File: src/hdl/dpgv_pkg.sv
// dpgv_pkg: shared types, constants and command codes of the dual-path verifier.
// No dependencies; used by dpgv_ctrl, dpgv_dp and dual_path_goose_verifier.
package dpgv_pkg;

    localparam int DEPTH_DEF    = 16;
    localparam int TAG_BITS_DEF = 16;

    localparam logic [31:0] TIMEOUT_RESET = 32'd3000000;
    localparam logic [15:0] ETH_GOOSE     = 16'h88B8;
    localparam logic [15:0] ETH_VLAN      = 16'h8100;

    localparam logic [2:0] DISP_FWD     = 3'd0;
    localparam logic [2:0] DISP_DROP    = 3'd1;
    localparam logic [2:0] DISP_STALE   = 3'd2;
    localparam logic [2:0] DISP_BUF     = 3'd3;
    localparam logic [2:0] DISP_EXPIRE  = 3'd4;
    localparam logic [2:0] DISP_OVFL    = 3'd5;
    localparam logic [2:0] DISP_LOOP    = 3'd6;

    localparam logic [2:0] CLS_LOOP     = 3'd0;
    localparam logic [2:0] CLS_FOREIGN  = 3'd1;
    localparam logic [2:0] CLS_DROP     = 3'd2;
    localparam logic [2:0] CLS_STALE    = 3'd3;
    localparam logic [2:0] CLS_FWD      = 3'd4;
    localparam logic [2:0] CLS_MATCH    = 3'd5;

    localparam logic [3:0] OP_NONE      = 4'd0;
    localparam logic [3:0] OP_LOAD      = 4'd1;
    localparam logic [3:0] OP_SCAN      = 4'd2;
    localparam logic [3:0] OP_NEXT      = 4'd3;
    localparam logic [3:0] OP_EXPIRE    = 4'd4;
    localparam logic [3:0] OP_MATCH     = 4'd5;
    localparam logic [3:0] OP_STORE     = 4'd6;
    localparam logic [3:0] OP_FWD       = 4'd7;
    localparam logic [3:0] OP_EMIT      = 4'd8;
    localparam logic [3:0] OP_FLUSH     = 4'd9;

    typedef struct packed {
        logic [1:0]  path;
        logic [47:0] now_ns;
        logic [15:0] ether_type;
        logic [30:0] state_number;
        logic [30:0] sequence_number;
        logic [7:0]  flag_byte;
        logic [15:0] packet_tag;
    } in_word_t;

    typedef struct packed {
        logic [2:0]  disposition;
        logic [15:0] tag_out;
        logic [30:0] state_out;
        logic [30:0] sequence_out;
        logic [7:0]  flag_out;
        logic        last_result;
    } out_word_t;

    typedef struct packed {
        logic [3:0] op;
        logic [2:0] disp;
        logic       scan_path;
    } cmd_t;

    typedef struct packed {
        logic [2:0] cls;
        logic       in_range;
        logic       too_old;
        logic       match;
        logic       own_full;
        logic       can_emit;
        logic       out_free;
        logic       scan_path;
        logic       other_path;
    } sts_t;

endpackage

File: src/hdl/dpgv_ctrl.sv
// dpgv_ctrl: sequencing state machine of the verifier.
// Depends on dpgv_pkg; drives dpgv_dp through cmd_t, reads sts_t.
module dpgv_ctrl (
    input  logic          clk,
    input  logic          rst_n,
    input  logic          in_valid,
    output logic          in_ready,
    input  dpgv_pkg::sts_t sts,
    output dpgv_pkg::cmd_t cmd
);

    localparam logic [2:0] ST_IDLE  = 3'd0;
    localparam logic [2:0] ST_CLASS = 3'd1;
    localparam logic [2:0] ST_MATCH = 3'd2;
    localparam logic [2:0] ST_STORE = 3'd3;
    localparam logic [2:0] ST_OWN   = 3'd4;
    localparam logic [2:0] ST_SWEEP = 3'd5;
    localparam logic [2:0] ST_FLUSH = 3'd6;

    logic [2:0] state_reg, state_next;
    logic [2:0] disp_reg, disp_next;

    assign in_ready = (state_reg == ST_IDLE);

    always_comb
    begin
        state_next    = state_reg;
        disp_next     = disp_reg;
        cmd.op        = dpgv_pkg::OP_NONE;
        cmd.disp      = disp_reg;
        cmd.scan_path = 1'b0;
        unique case (state_reg)
            ST_IDLE:
            begin
                if (in_valid)
                begin
                    cmd.op     = dpgv_pkg::OP_LOAD;
                    state_next = ST_CLASS;
                end
            end
            ST_CLASS:
            begin
                unique case (sts.cls)
                    dpgv_pkg::CLS_LOOP:
                    begin
                        cmd.op     = dpgv_pkg::OP_EMIT;
                        cmd.disp   = dpgv_pkg::DISP_LOOP;
                        state_next = ST_FLUSH;
                    end
                    dpgv_pkg::CLS_FOREIGN:
                    begin
                        cmd.op     = dpgv_pkg::OP_EMIT;
                        cmd.disp   = dpgv_pkg::DISP_DROP;
                        state_next = ST_FLUSH;
                    end
                    dpgv_pkg::CLS_STALE:
                    begin
                        disp_next  = dpgv_pkg::DISP_STALE;
                        state_next = ST_OWN;
                    end
                    dpgv_pkg::CLS_FWD:
                    begin
                        cmd.op     = dpgv_pkg::OP_FWD;
                        disp_next  = dpgv_pkg::DISP_FWD;
                        state_next = ST_OWN;
                    end
                    dpgv_pkg::CLS_MATCH:
                    begin
                        cmd.op        = dpgv_pkg::OP_SCAN;
                        cmd.scan_path = sts.other_path;
                        state_next    = ST_MATCH;
                    end
                    default:
                    begin
                        disp_next  = dpgv_pkg::DISP_DROP;
                        state_next = ST_OWN;
                    end
                endcase
            end
            ST_MATCH:
            begin
                priority if (!sts.in_range)
                    state_next = ST_STORE;
                else if (sts.too_old)
                begin
                    if (sts.can_emit)
                        cmd.op = dpgv_pkg::OP_EXPIRE;
                end
                else if (sts.match)
                begin
                    cmd.op     = dpgv_pkg::OP_MATCH;
                    disp_next  = dpgv_pkg::DISP_FWD;
                    state_next = ST_OWN;
                end
                else
                    cmd.op = dpgv_pkg::OP_NEXT;
            end
            ST_STORE:
            begin
                if (sts.own_full)
                    disp_next = dpgv_pkg::DISP_OVFL;
                else
                begin
                    cmd.op    = dpgv_pkg::OP_STORE;
                    disp_next = dpgv_pkg::DISP_BUF;
                end
                state_next = ST_OWN;
            end
            ST_OWN:
            begin
                if (sts.can_emit)
                begin
                    cmd.op     = dpgv_pkg::OP_EMIT;
                    state_next = ST_SWEEP;
                end
            end
            ST_SWEEP:
            begin
                priority if (!sts.in_range)
                begin
                    if (!sts.scan_path)
                    begin
                        cmd.op        = dpgv_pkg::OP_SCAN;
                        cmd.scan_path = 1'b1;
                    end
                    else
                        state_next = ST_FLUSH;
                end
                else if (sts.too_old)
                begin
                    if (sts.can_emit)
                        cmd.op = dpgv_pkg::OP_EXPIRE;
                end
                else
                    cmd.op = dpgv_pkg::OP_NEXT;
            end
            ST_FLUSH:
            begin
                if (sts.out_free)
                begin
                    cmd.op     = dpgv_pkg::OP_FLUSH;
                    state_next = ST_IDLE;
                end
            end
            default:
                state_next = ST_IDLE;
        endcase
    end

    always_ff @(posedge clk or negedge rst_n)
    begin
        if (!rst_n)
        begin
            state_reg <= ST_IDLE;
            disp_reg  <= dpgv_pkg::DISP_DROP;
        end
        else
        begin
            state_reg <= state_next;
            disp_reg  <= disp_next;
        end
    end

endmodule

File: config.mk
export PLATFORM = sky130hd
export DESIGN_NAME = dpgv_ctrl
export DESIGN_NICKNAME = d
export VERILOG_FILES = /design/src/hdl/dpgv_pkg.sv /design/src/hdl/dpgv_ctrl.sv
export SDC_FILE = /design/constraint.sdc
export NUM_CORES = 1
export LEC_CHECK = 0
export ABC_AREA = 1
export BUFFER_PORTS_ARGS = -buffer_cell sky130_fd_sc_hd__buf_4
export CAP_MARGIN = 25
export CORE_MARGIN = 2
export CORE_UTILIZATION = 50
export CTS_CLUSTER_SIZE = 20
export DETAILED_ROUTE_END_ITERATION = 8
export GPL_TIMING_DRIVEN = 0
export PLACE_DENSITY = 0.84
export SETUP_SLACK_MARGIN = 0.1
export SYNTH_ARGS = -nofsm -noshare
export SYNTH_HDL_FRONTEND = slang
export SYNTH_SLANG_ARGS = --single-unit
File: constraint.sdc
create_clock -name clk -period 1.3 [get_ports clk]
set_input_delay 0.13 -clock clk [delete_from_list [all_inputs] [get_ports clk]]
set_output_delay 0.13 -clock clk [all_outputs]
set_load 0.02 [all_outputs]
; Yosys cells after proc, flatten, opt, wreduce, memory -nomap -nowiden
; Index checks and enable logic that the tools add are counted.
[totals]
reg_bits = 6
in_bits = 14
output_inout_bits = 9
wordCells = 65
[classes]
n_eq_ne = 21
muxes = 35
n_reduce_logical = 7
[op_table]
columns = op, count
row1 = 3-bit two-way mux, 19
row2 = 4-bit case mux with 7 select lines, 1
row3 = 3-bit case mux with 7 select lines, 1
row4 = "2-bit != test, second input constant", 9
row5 = 3-bit case mux with 3 select lines, 2
row6 = "3-bit == test, second input constant", 5
row7 = 4-bit two-way mux, 3
row8 = 3-bit case mux with 2 select lines, 2
row9 = 4-bit case mux with 3 select lines, 1
row10 = "3-bit by 2-bit == test with 1-bit output, second input constant", 3
row11 = 7-bit AND reduction, 1
row12 = "3-bit by 1-bit == test with 1-bit output, second input constant", 2
row13 = 3-bit logical NOT, 2
row14 = "3-bit != test, second input constant", 2
row15 = 5-bit AND reduction, 1
row16 = 1-bit two-way mux, 4
row17 = 3-bit nonzero test, 1
row18 = 3-bit OR reduction, 1
row19 = 2-bit two-way mux, 1
row20 = 1-bit case mux with 2 select lines, 1
row21 = 2-bit OR reduction, 1

; Logic depth before layout (Yosys ltp)
[logic_depth]
depth_word = 4
mapped_depth = 9
mapped_depth_nobuf = 8

; Worst setup path after synthesis
; OpenSTA, ideal clock, no wires.
[synth_path]
kind = reg-to-output
startpoint = reg state_reg[1]
endpoint = out cmd[7] (netlist bit)
t_arrival_ps = 1507
path_slack_ps = -337
path_stages_with_launch = 5
path_buffers = 1
path_cell_list = dfrtp_1 -> buf_6 -> inv_4 -> nand2_1 -> o311ai_0
[synth_rtl]
columns = element, line
row1 = from (decl), dpgv_ctrl.sv:20  ; logic [2:0] state_reg, state_next;
row2 = from (signal assigned), dpgv_ctrl.sv:159  ; state_reg <= state_next;
row3 = to (decl), dpgv_ctrl.sv:9  ; output dpgv_pkg::cmd_t cmd

==> results.py <==
metrics = {
    "worst_hold_path": {
        "hold_path_class": "in2reg",
    },
    "floorplan": {
        "floorplan.io_pins": 23,
        "initial_core_util": 0.520,
        "floorplan.rows": 14,
        "core_area_um2": 1470,
        "design.die.area_um2": 1860,
        "chipWidth_um": 43.1,
        "chipHeight_um": 43.1,
    },
    "drt": {
        "dr.max_layer_used": "met4",
        "drt_drc_violations_left": 0,
        "route.vias.total": 983,
        "route.met3.wl_um": 165,
        "via_per_inst": 5.55,
        "dr_wl_met2_mm": 1.34,
        "drt-total-wl_mm": 2.58,
        "postRouteAntennaNets": 0,
        "drt_first_iter_violations": 36,
        "wl_met1_mm": 1.03,
        "drt-wirelength-per-cell_um": 14.6,
        "drt_pass1_iterations": 4,
    },
    "clock_network": {
        "clk-insertion-delay-late_ps": 250,
        "clock-root-buffer": "clkbuf_4",
        "tritoncts": "yes",
        "cts.htree.levels": 1,
        "cts.path.max_buffers": 2,
        "tritoncts.num_buffers": 3,
        "numClockSinks": 6,
        "clkSlewWorstSetupHoldPaths_ps": 50,
    },
    "sta": {
        "final-hold-violation-count": 0,
        "min_period_ps": 1660,
        "setup_violators_final": 15,
        "timing.slew.headroom": 0.814,
        "achievable-frequency_mhz": 604,
        "finalMaxSlewViolations": 0,
        "rsz0062_at_grt": "true",
        "max_slew.worst_pin.slew_ps": 278,
        "post-route-period-util": 1.27,
        "finalHoldWorstSlack_ps": 122,
        "final_skew_ps": 9.00,
        "setup_tns_ps": -3370,
        "postLayoutSetupSlackWorst_ps": -356,
    },
    "setup_path": {
        "crit_arrival_ps": 1530,
        "max_fo_critical_path": 5,
        "setup.worst_path.start_class": "register",
        "criticalPathCategory": "reg2out",
        "worstSetupEndpointType": "primary output",
        "worst_ep_required_time_ps": 1170,
    },
    "synth": {
        "synth_cells": 123,
        "ys_seq_elements": 6,
        "synth_seq_area_share": 0.198,
        "dominantRegCellSynth": "dfrtp_1",
        "synthTopCellsByArea": "dfrtp_1 (16%), nand2_1 (16%), nand3_1 (13%)",
        "syn_area_um2": 764,
        "syn-mean-instance-area_um2": 6.22,
        "synth_cell_type_count": 24,
        "synth_largest_area_cell": "dfrtp_1",
        "synth-async-reset-ratio": 1.00,
        "synth-edff-count": 0,
        "yosys_warnings": 0,
        "syn_nets": 137,
        "synth_top_area_frac": 0.164,
    },
    "power_and_ir_drop": {
        "total_leakage_power_nw": 0.638,
        "power_density_nw_per_um2": 2260,
        "design_power_total_mw": 2.72,
        "ir_worst_vdd_mv": 1.21,
    },
    "finish": {
        "fill_cells": 97,
        "area_added_between_synthesis_and_finish_pct": 57.9,
        "antenna-diode-count": 0,
        "layout.cells.most_common_list": "nand2_1 (28), buf_4 (28), nand3_1 (15), inv_1 (12), buf_6 (8)",
        "ratio_of_cells_with_drive_above_1_in_the_final_layout": 0.478,
        "final-instance-count-excl-fill": 177,
        "final_nets": 176,
    },
    "global_route": {
        "globalRouteOverflowTotal": 0,
        "grt_pass1_wl_mm": 3.55,
        "grt_antenna_before_repair": 0,
        "global_route.usage.total": 0.252,
        "grt_start_max_net_pins": 11,
        "via_count_of_the_first_global_routing_pass": 881,
    },
    "placed_design": {
        "final_replace_weighted_congestion": 0.883,
        "numPlacedInstances": 160,
        "io_buffers": 21,
        "detailed_place_hpwl_mm": 1.47,
    },
    "run_status": {
        "outcome": "complete, but fails checks",
        "violations": "negative setup slack",
    },
    "run": {
        "max_cap_viol_count": 0,
    },
}
[metal layers]
metal,global-route usage,vias up
met5,0,-
met1,0.269,453
met4,0.0727,0
met2,0.466,47
li1,-,477
met3,0.0766,6
[power breakdown]
group          internal, mW  switching (mW)  leakage [nW]
Combinational         0.933            1.25         0.548
Clock                 0.117          0.0755        0.0150
Sequential            0.290          0.0557        0.0751
[cell families (layout without fill, tap and decap cells)]
logic type	Yosys count	in the layout	share of synthesized area
AND/OR/NAND/NOR	83	83	0.568
buffers and inverters	23	61	0.146
AO/OA/AOI/OAI	11	11	0.0884
flip-flops	6	6	0.198
[synthesized netlist by cell type (2+ instances only)]
| cell type | count |
|---|---|
| buf_6 | 2 |
| nor2_4 | 3 |
| nand2_2 | 2 |
| nand3_1 | 20 |
| nor2_2 | 5 |
| inv_4 | 2 |
| nand3_2 | 3 |
| inv_1 | 14 |
| nand2_1 | 33 |
| dfrtp_1 | 5 |
| a21oi_1 | 3 |
| o21ai_0 | 4 |
| nand4_1 | 6 |
| inv_2 | 3 |
| nor2_1 | 9 |
[critical path: stages, from the launching register on]
cell and delay, ps:
dfrtp_1 390, buf_6 150, inv_8 70, nand2_4 50, nor2_4 110, nand3_4 110, inv_2 80, nand2_2 60
o21a_2 120, buf_6 130
[timing repair]
| action | in CTS | in global routing |
|---|---|---|
| setup endpoints to repair | 15 | 15 |
| pin swaps | 7 | 5 |
| resized for setup | 19 | 14 |
| hold endpoints to repair | 6 | 0 |
| setup buffers | 9 | 3 |
| hold buffers | 1 | 0 |
[metrics by stage]
stage | util | worst slack [ps] | instance area [um2]
2_1_floorplan | - | 35.2 | 778
4_1_cts | 0.768 | -333 | 1130
3_3_place_gp | 0.650 | -159 | 956
3_5_place_dp | 0.650 | -194 | 956
5_1_grt | 0.821 | -399 | 1210
6_report | 0.821 | -356 | 1210
[path summary, 6_finish.rpt]
path / end / cells past startpoint / startpoint / slack (ps)
min reg2reg: disp_reg[0]$_DFFE_PN1P_ / 2 / disp_reg[0]$_DFFE_PN1P_ / 470
min: disp_reg[2]$_DFFE_PN0P_ / 3 / sts[4] / 120
max: cmd[1] / 9 / state_reg[2]$_DFFE_PN0P_ / -360
max in group asynchronous: disp_reg[0]$_DFFE_PN1P_ / 2 / rst_n / 880
max reg2reg: disp_reg[1]$_DFFE_PN0P_ / 9 / state_reg[2]$_DFFE_PN0P_ / -170
min in group asynchronous: state_reg[0]$_DFFE_PN0P_ / 2 / rst_n / 210
[layout make-up]
type                    count  area, um2  area share
flip-flops and latches      6        151       0.125
multi-input cells          94        606       0.502
plain buffers               4       38.8      0.0321
clock buffers               4       26.3      0.0218
inverters                  19       88.8      0.0736
well taps                  16       20.0      0.0166
repair buffers             34        277       0.229
Power figures use the tool's default switching activity.
